**src/rtl/core/hpr_pkg.sv**
```systemverilog
`timescale 1ns / 1ps

package hpr_pkg;

  localparam int QDEPTH = 4;
  localparam int QPTR_W = $clog2(QDEPTH);
  localparam int QCNT_W = $clog2(QDEPTH + 1);

  localparam int CFG_W = 16;

  localparam logic [14:0] SUM_MAX   = 15'h7fff;
  localparam logic [7:0]  DUTY_HIGH = 8'd75;
  localparam logic [7:0]  DUTY_LOW  = 8'd25;
  localparam logic [7:0]  DUTY_MAX  = 8'd255;

  localparam logic signed [8:0] TARGET_RST    = 9'sd0;
  localparam logic [15:0]       PROP_GAIN_RST = 16'd896;
  localparam logic [15:0]       INT_GAIN_RST  = 16'd328;
  localparam logic [6:0]        DEAD_BAND_RST = 7'd3;

  typedef enum logic [1:0] {
    CFG_TARGET_HEADING = 2'd0,
    CFG_PROP_GAIN      = 2'd1,
    CFG_INT_GAIN       = 2'd2,
    CFG_DEAD_BAND      = 2'd3
  } cfg_idx_t;

  typedef struct packed {
    logic signed [8:0] target_heading;
    logic [15:0]       prop_gain_q8;
    logic [15:0]       int_gain_q16;
    logic [6:0]        dead_band;
  } cfg_t;

  typedef struct packed {
    logic signed [9:0] heading_error;
    logic [8:0]        err_mag;
    logic [14:0]       error_sum;
    logic              drive_active;
    logic              rotate_ccw;
  } item_t;

  typedef struct packed {
    logic wr;
    logic rd;
  } q_ctl_t;

  typedef struct packed {
    logic full;
    logic empty;
  } q_stat_t;

endpackage

```
**src/rtl/core/hpr_front.sv**
```systemverilog
`timescale 1ns / 1ps

module hpr_front import hpr_pkg::*; (
  input  logic              clk,
  input  logic              rst_n,
  input  cfg_t              cfg,
  input  logic              in_push,
  input  logic signed [8:0] in_heading,
  input  q_stat_t           q_stat,
  output logic              in_full,
  output logic              q_wr,
  output item_t             q_item
);

  logic [14:0]       error_sum_r;
  logic [14:0]       error_sum_nxt;
  logic signed [9:0] err;
  logic [9:0]        err_neg;
  logic [8:0]        mag;
  logic [15:0]       sum_wide;

  assign in_full = q_stat.full;
  assign q_wr    = in_push && !q_stat.full;

  always_comb begin
    err      = {cfg.target_heading[8], cfg.target_heading} - {in_heading[8], in_heading};
    err_neg  = -err;
    mag      = err[9] ? err_neg[8:0] : err[8:0];
    sum_wide = {1'b0, error_sum_r} + {7'b0, mag};
    if (err == 10'sd0) begin
      error_sum_nxt = 15'd0;
    end else if (sum_wide[15]) begin
      error_sum_nxt = SUM_MAX;
    end else begin
      error_sum_nxt = sum_wide[14:0];
    end
  end

  always_comb begin
    q_item.heading_error = err;
    q_item.err_mag       = mag;
    q_item.error_sum     = error_sum_nxt;
    q_item.drive_active  = mag > {2'b0, cfg.dead_band};
    q_item.rotate_ccw    = !err[9];
  end

  // advance the integral on every accepted beat
  always_ff @(posedge clk) begin
    if (!rst_n) begin
      error_sum_r <= 15'd0;
    end else if (q_wr) begin
      error_sum_r <= error_sum_nxt;
    end
  end

endmodule

```
**src/rtl/core/hpr_queue.sv**
```systemverilog
`timescale 1ns / 1ps

module hpr_queue import hpr_pkg::*; (
  input  logic    clk,
  input  logic    rst_n,
  input  q_ctl_t  ctl,
  input  item_t   wr_item,
  output q_stat_t stat,
  output item_t   rd_item
);

  item_t              mem_r [QDEPTH];
  logic [QPTR_W-1:0]  wr_ptr_r;
  logic [QPTR_W-1:0]  rd_ptr_r;
  logic [QCNT_W-1:0]  count_r;
  logic [QCNT_W-1:0]  count_nxt;

  assign stat.full  = count_r == QCNT_W'(QDEPTH);
  assign stat.empty = count_r == '0;
  assign rd_item    = mem_r[rd_ptr_r];

  always_comb begin
    count_nxt = count_r;
    if (ctl.wr && !ctl.rd) begin
      count_nxt = count_r + 1'b1;
    end else if (!ctl.wr && ctl.rd) begin
      count_nxt = count_r - 1'b1;
    end
  end

  always_ff @(posedge clk) begin
    if (ctl.wr) begin
      mem_r[wr_ptr_r] <= wr_item;
    end
  end

  always_ff @(posedge clk) begin
    if (!rst_n) begin
      wr_ptr_r <= '0;
      rd_ptr_r <= '0;
      count_r  <= '0;
    end else begin
      if (ctl.wr) begin
        wr_ptr_r <= wr_ptr_r + 1'b1;
      end
      if (ctl.rd) begin
        rd_ptr_r <= rd_ptr_r + 1'b1;
      end
      count_r <= count_nxt;
    end
  end

  a_count_bound: assert property (@(posedge clk) disable iff (!rst_n)
    count_r <= QCNT_W'(QDEPTH))
    else $error("queue count beyond depth");

  a_rd_not_empty: assert property (@(posedge clk) disable iff (!rst_n)
    ctl.rd |-> !stat.empty)
    else $error("queue read while empty");

  a_wr_grows: assert property (@(posedge clk) disable iff (!rst_n)
    (ctl.wr && !ctl.rd) |=> count_r == $past(count_r) + 1'b1)
    else $error("queue count did not grow on write");

endmodule

```
**src/rtl/core/hpr_back.sv**
```systemverilog
`timescale 1ns / 1ps

module hpr_back import hpr_pkg::*; (
  input  logic              clk,
  input  logic              rst_n,
  input  cfg_t              cfg,
  input  logic              q_empty,
  input  item_t             q_item,
  output logic              q_rd,
  input  logic              out_pop,
  output logic              out_empty,
  output logic              out_drive_active,
  output logic              out_rotate_ccw,
  output logic [7:0]        out_left_duty,
  output logic [7:0]        out_right_duty,
  output logic signed [9:0] out_heading_error
);

  logic        s1_valid_r;
  item_t       s1_item_r;
  logic [24:0] s1_pprod_r;
  logic [30:0] s1_iprod_r;
  logic        out_valid_r;
  logic        s2_ld;
  logic [33:0] acc;
  logic [17:0] corr;
  logic [18:0] hi_sum;
  logic [18:0] lo_sum;
  logic [7:0]  hi_duty;
  logic [7:0]  lo_duty;

  assign out_empty = !out_valid_r;
  assign s2_ld     = s1_valid_r && (!out_valid_r || out_pop);
  assign q_rd      = !q_empty && (!s1_valid_r || s2_ld);

  always_comb begin
    acc     = {1'b0, s1_pprod_r, 8'b0} + {3'b0, s1_iprod_r};
    corr    = acc[33:16];
    hi_sum  = {11'b0, DUTY_HIGH} + {1'b0, corr};
    lo_sum  = {11'b0, DUTY_LOW} + {1'b0, corr};
    hi_duty = (hi_sum > {11'b0, DUTY_MAX}) ? DUTY_MAX : hi_sum[7:0];
    lo_duty = (lo_sum > {11'b0, DUTY_MAX}) ? DUTY_MAX : lo_sum[7:0];
  end

  always_ff @(posedge clk) begin
    if (q_rd) begin
      s1_item_r  <= q_item;
      s1_pprod_r <= 25'(q_item.err_mag) * 25'(cfg.prop_gain_q8);
      s1_iprod_r <= 31'(q_item.error_sum) * 31'(cfg.int_gain_q16);
    end
    if (s2_ld) begin
      out_heading_error <= s1_item_r.heading_error;
      out_drive_active  <= s1_item_r.drive_active;
      if (!s1_item_r.drive_active) begin
        out_rotate_ccw <= 1'b0;
        out_left_duty  <= 8'd0;
        out_right_duty <= 8'd0;
      end else if (s1_item_r.rotate_ccw) begin
        out_rotate_ccw <= 1'b1;
        out_left_duty  <= lo_duty;
        out_right_duty <= hi_duty;
      end else begin
        out_rotate_ccw <= 1'b0;
        out_left_duty  <= hi_duty;
        out_right_duty <= lo_duty;
      end
    end
  end

  always_ff @(posedge clk) begin
    if (!rst_n) begin
      s1_valid_r  <= 1'b0;
      out_valid_r <= 1'b0;
    end else begin
      if (q_rd) begin
        s1_valid_r <= 1'b1;
      end else if (s2_ld) begin
        s1_valid_r <= 1'b0;
      end
      if (s2_ld) begin
        out_valid_r <= 1'b1;
      end else if (out_pop) begin
        out_valid_r <= 1'b0;
      end
    end
  end

  a_idle_zero: assert property (@(posedge clk) disable iff (!rst_n)
    (!out_empty && !out_drive_active) |->
      (out_left_duty == 8'd0 && out_right_duty == 8'd0 && !out_rotate_ccw))
    else $error("duty driven inside deadband");

  a_s1_hold: assert property (@(posedge clk) disable iff (!rst_n)
    (s1_valid_r && !s2_ld) |=> s1_valid_r && $stable(s1_pprod_r) && $stable(s1_iprod_r))
    else $error("stalled product stage lost its beat");

  a_out_hold: assert property (@(posedge clk) disable iff (!rst_n)
    (!out_empty && !out_pop) |=> !out_empty && $stable(out_left_duty))
    else $error("waiting result dropped");

endmodule

```
**src/rtl/core/heading_pi_rotate_controller.sv**
```systemverilog
`timescale 1ns / 1ps

// Heading PI rotate controller. Each heading sample pushed in gives one result
// with error = target - heading, a rotate command and two PWM duties of
// 75/25 plus a PI correction (|error| * Q8.8 kp plus Q0.16 ki * integral,
// fraction truncated, duties capped at 255); inside the deadband no drive is
// issued but the error and integral still update. One sample is taken every
// clock while the queue is not full. The front stage updates the integral and
// classifies the sample, a four-entry queue decouples it from a two-stage
// multiply/saturate back end, and the last stage holds the result until popped.
// Write registers only while no beat is in flight.
module heading_pi_rotate_controller import hpr_pkg::*; (
  input  logic              clk,
  input  logic              rst_n,
  input  logic              cfg_we,
  input  logic [1:0]        cfg_addr,
  input  logic [CFG_W-1:0]  cfg_wdata,
  input  logic              in_push,
  input  logic signed [8:0] in_heading,
  output logic              in_full,
  input  logic              out_pop,
  output logic              out_empty,
  output logic              out_drive_active,
  output logic              out_rotate_ccw,
  output logic [7:0]        out_left_duty,
  output logic [7:0]        out_right_duty,
  output logic signed [9:0] out_heading_error
);

  cfg_t    cfg_r;
  q_ctl_t  q_ctl;
  q_stat_t q_stat;
  item_t   q_wr_item;
  item_t   q_rd_item;
  logic    q_wr;
  logic    q_rd;

  always_ff @(posedge clk) begin
    if (!rst_n) begin
      cfg_r.target_heading <= TARGET_RST;
      cfg_r.prop_gain_q8   <= PROP_GAIN_RST;
      cfg_r.int_gain_q16   <= INT_GAIN_RST;
      cfg_r.dead_band      <= DEAD_BAND_RST;
    end else if (cfg_we) begin
      unique case (cfg_idx_t'(cfg_addr))
        CFG_TARGET_HEADING: cfg_r.target_heading <= cfg_wdata[8:0];
        CFG_PROP_GAIN:      cfg_r.prop_gain_q8   <= cfg_wdata;
        CFG_INT_GAIN:       cfg_r.int_gain_q16   <= cfg_wdata;
        CFG_DEAD_BAND:      cfg_r.dead_band      <= cfg_wdata[6:0];
        default: begin
        end
      endcase
    end
  end

  assign q_ctl.wr = q_wr;
  assign q_ctl.rd = q_rd;

  hpr_front u_front (
    .clk        (clk),
    .rst_n      (rst_n),
    .cfg        (cfg_r),
    .in_push    (in_push),
    .in_heading (in_heading),
    .q_stat     (q_stat),
    .in_full    (in_full),
    .q_wr       (q_wr),
    .q_item     (q_wr_item)
  );

  hpr_queue u_queue (
    .clk     (clk),
    .rst_n   (rst_n),
    .ctl     (q_ctl),
    .wr_item (q_wr_item),
    .stat    (q_stat),
    .rd_item (q_rd_item)
  );

  hpr_back u_back (
    .clk               (clk),
    .rst_n             (rst_n),
    .cfg               (cfg_r),
    .q_empty           (q_stat.empty),
    .q_item            (q_rd_item),
    .q_rd              (q_rd),
    .out_pop           (out_pop),
    .out_empty         (out_empty),
    .out_drive_active  (out_drive_active),
    .out_rotate_ccw    (out_rotate_ccw),
    .out_left_duty     (out_left_duty),
    .out_right_duty    (out_right_duty),
    .out_heading_error (out_heading_error)
  );

endmodule
```
**config.mk**
```make
export PLATFORM = sky130hd
export DESIGN_NAME = heading_pi_rotate_controller
export DESIGN_NICKNAME = d
export VERILOG_FILES = /design/src/rtl/core/hpr_pkg.sv /design/src/rtl/core/hpr_front.sv /design/src/rtl/core/hpr_queue.sv /design/src/rtl/core/hpr_back.sv /design/src/rtl/core/heading_pi_rotate_controller.sv
export SDC_FILE = /design/constraint.sdc
export NUM_CORES = 1
export LEC_CHECK = 0
export ABC_CLOCK_PERIOD_IN_PS = 16350
export BUFFER_PORTS_ARGS = -buffer_cell sky130_fd_sc_hd__buf_2
export CAP_MARGIN = 25
export CORE_UTILIZATION = 40
export CTS_BUF_LIST = sky130_fd_sc_hd__clkbuf_4
export DETAILED_ROUTE_END_ITERATION = 8
export MAX_ROUTING_LAYER = met4
export PLACE_DENSITY = 0.53
export SLEW_MARGIN = 40
export SYNTH_ARGS = -nofsm -noshare
export SYNTH_HDL_FRONTEND = slang
export SYNTH_HIERARCHICAL = 1
export SYNTH_SLANG_ARGS = --single-unit
```
**constraint.sdc**
```tcl
create_clock -name clk -period 16.35 [get_ports clk]
set_input_delay 0.8175 -clock clk [delete_from_list [all_inputs] [get_ports clk]]
set_output_delay 0.8175 -clock clk [all_outputs]
set_load 0.02 [all_outputs]
```
==> results by group <==
Yosys
  • Synth Warn #: 6
  • Cells after synthesis: 2499
  • Synth Register Bits: 306
  • Synthesized cell area: 26600 µm²
  • Post-synth cell types: 101
  • Post-synthesis sequential area ratio: 0.317
  • Post-synth top area cell: edfxtp_1
  • Share of the synthesized area in the top cell type: 0.262
  • Ys flop type: edfxtp_1
  • Number of synthesized flops with an enable pin: 232
  • Average size of a mapped cell: 10.7 µm²
  • Synth area leaders: edfxtp_1 (26%), fa_1 (21%), ha_1 (9.1%)
  • Mapped Nets: 3006
  • Post-synth ARST share: 0

Timing
  • Final Critical Period: 7620 ps
  • Fmax: 0.131 GHz
  • Post-Route Setup TNS: 0 ps
  • Final setup vio count: 0
  • Worst clock skew: 67.8 ps
  • Worst setup margin: 8730 ps
  • Slew @ Worst Pin: 894 ps
  • Hold Vio Cnt, Final: 0
  • Final max-slew violation count: 0
  • Slew headroom: 0.400
  • RSZ-0062 raised after global routing: no
  • Final period util: 0.466

Finish
  • Cell area after layout: 28800 µm²
  • Fill cells: 6327
  • P&R area growth vs syn: 8.16%
  • # nets final: 3069
  • Fraction of layout cells with a size suffix above 1: 0.109

Outcome
  • Status: completed

Clocking
  • Htree depth: 3
  • Clock Root Buffer: clkbuf_4
  • Cts bufs inserted: 85
  • Clk_lat worst skew: 810 ps
  • TritonCTS clock tree: done
  • CTS Hold Buffers Added: 0
  • Clock slew at reported path FFs: 60 ps
  • CTS Buffer Depth: 3
  • Post-CTS Setup Inserts: 0
  • CTS Sinks: 306
  • Post-CTS Resized: 0

Placement
  • Pre-CTS WS: 8200 ps
  • Final RePlAce weighted congestion: 0.846
  • I/O Buffers: 61
  • Final HPWL DP: 47800 µm
  • Post-DP Area: 27600 µm²

Floorplanning
  • Initial Utilization: 0.405
  • I/O pin total: 62
  • Die Ht: 260 µm
  • Num rows: 94
  • Die Width: 260 µm
  • Core Area: 65700 µm²
  • Die area: 67600 µm²

Route
  • DRT antenna net count: 0
  • Avg WL per Cell: 18.3 µm
  • DR DRC count: 0
  • 1st-iter DRT viols: 786
  • Final WL: 64200 µm
  • Vias per inst: 5.15
  • DR pass1 iterations: 5
  • Via count: 18000

Global routing
  • Antenna violations before repair: 2
  • GRT Residual Overflow: 0
  • Largest net degree at the start of global routing: 90
  • First-pass GRT wire length: 103000 µm
  • Vias in the first global route: 18800
  • Total GRT Usage: 0.200

Min path
  • Hold crit path type: in2reg

Worst setup path
  • Critical path required time: 16870 ps
  • Crit Path Max Fanout: 16
  • Worst endpoint data arrival time: 8150 ps
  • Startpoint type of the worst setup path: flop
  • CP Class: reg2reg
  • Setup crit end kind: flop

Flow run
  • Max Cap Viol: 0
path summary, 6_finish.rpt:
path	startpoint	endpoint	slack, ps	depth (start not counted)
setup reg to reg	flop	u_back/s1_iprod_r[29]$_DFFE_PP_	8730	24
setup / recovery	flop	u_back/s1_iprod_r[29]$_DFFE_PP_	8730	24
hold reg to reg	u_back/s1_item_r[31]$_DFFE_PP_	u_back/out_heading_error[5]$_DFFE_PP_	420	0
hold / removal	cfg_wdata[8]	cfg_r[47]$_SDFFE_PN0P_	310	3
cells in the final DEF (no fill, tap or decap), types with 23 or more instances in the layout:
master / n
a21oi_1: 83
and2_1: 193
buf_2: 61
clkbuf_4: 117
clkinv_1: 26
dfxtp_1: 72
edfxtp_1: 232
fa_1: 281
ha_1: 194
inv_1: 371
mux2i_1: 51
mux4_2: 30
nand2_1: 311
nand3_1: 23
nor2_1: 82
nor3_1: 28
o21ai_0: 45
xnor2_1: 57
xor2_1: 28
synthesized netlist by cell type, types with 23 or more instances:
library cell / n
a21oi_1: 84
and2_1: 197
clkbuf_1: 64
dfxtp_1: 74
edfxtp_1: 232
fa_1: 281
ha_1: 194
inv_1: 371
mux2i_1: 51
mux4_2: 30
nand2_1: 311
nand3_1: 23
nor2_1: 82
nor3_1: 28
o21ai_0: 45
xnor2_1: 59
xor2_1: 29
cells by family after synthesis:
kind of cell             synth area share
AND/OR/NAND/NOR                     0.144
adder cells (fa/ha/maj)             0.303
buffers and inverters              0.0720
AO/OA/AOI/OAI                      0.0821
flip-flops                          0.317
XOR/XNOR                           0.0302
multiplexers                       0.0514
final cells by class:
| type | count | area, µm² | share of cell area |
|---|---|---|---|
| tap | 864 | 1080 | 0.0375 |
| timing repair buffer | 75 | 438 | 0.0152 |
| inverter | 373 | 1410 | 0.0491 |
| multi-input combinational | 1721 | 16300 | 0.566 |
| antenna | 2 | 5.00 | 0.000174 |
| clock buffer | 117 | 878 | 0.0305 |
| sequential | 306 | 8450 | 0.293 |
| clock inverter | 39 | 221 | 0.00769 |
routing by layer:
metal	up-vias	global-route usage	routed length [µm]
li1	8549	-	-
met1	8990	0.263	29400
met2	390	0.321	30800
met3	86	0.0290	2630
met4	0	0.0578	1250
met5	-	-	0
worst max-delay path, stage by stage, from the launching register on:
cell and delay [ps]:
dfxtp_2 310, buf_4 290, mux4_1 860, and2_1 290
fa_1 530, inv_1 50, fa_1 470, inv_1 40
ha_1 280, ha_1 270, inv_1 50, fa_1 530
inv_1 50, fa_1 470, ha_1 320, a21oi_1 110
o21ai_0 150, a21oi_1 410, o21ai_0 290, o21ai_0 600
o21ai_0 330, o2111ai_1 250, nand3_1 140, a21oi_1 200
xnor2_1 80
metrics by stage:
stage                     std cells  utilization  hold WS [ps]
after global placement         3337        0.420           403
after global routing           3497        0.438           225
final                          3497        0.438           312
after CTS                      3494        0.437           216
after detailed placement       3338        0.420           406
after floorplan                2499            -           400
flip-flops by register name (all words and copies together) (netlist names), 2 cells and up, named ones only:
signal                    count
u_back/s1_item_r             12
u_back/out_heading_error     10
u_front/error_sum_r          15
u_back/s1_iprod_r            23
u_back/out_right_duty         8
cfg_r                        48
u_back/s1_pprod_r            25
u_back/out_left_duty          8
u_queue/wr_ptr_r              2
u_queue/rd_ptr_r              2
u_queue/mem_r               144
u_queue/count_r               3
Power is left out: the tool's default activity adds up to more than one toggle a clock period on the data nets, which glitch-free logic cannot reach.
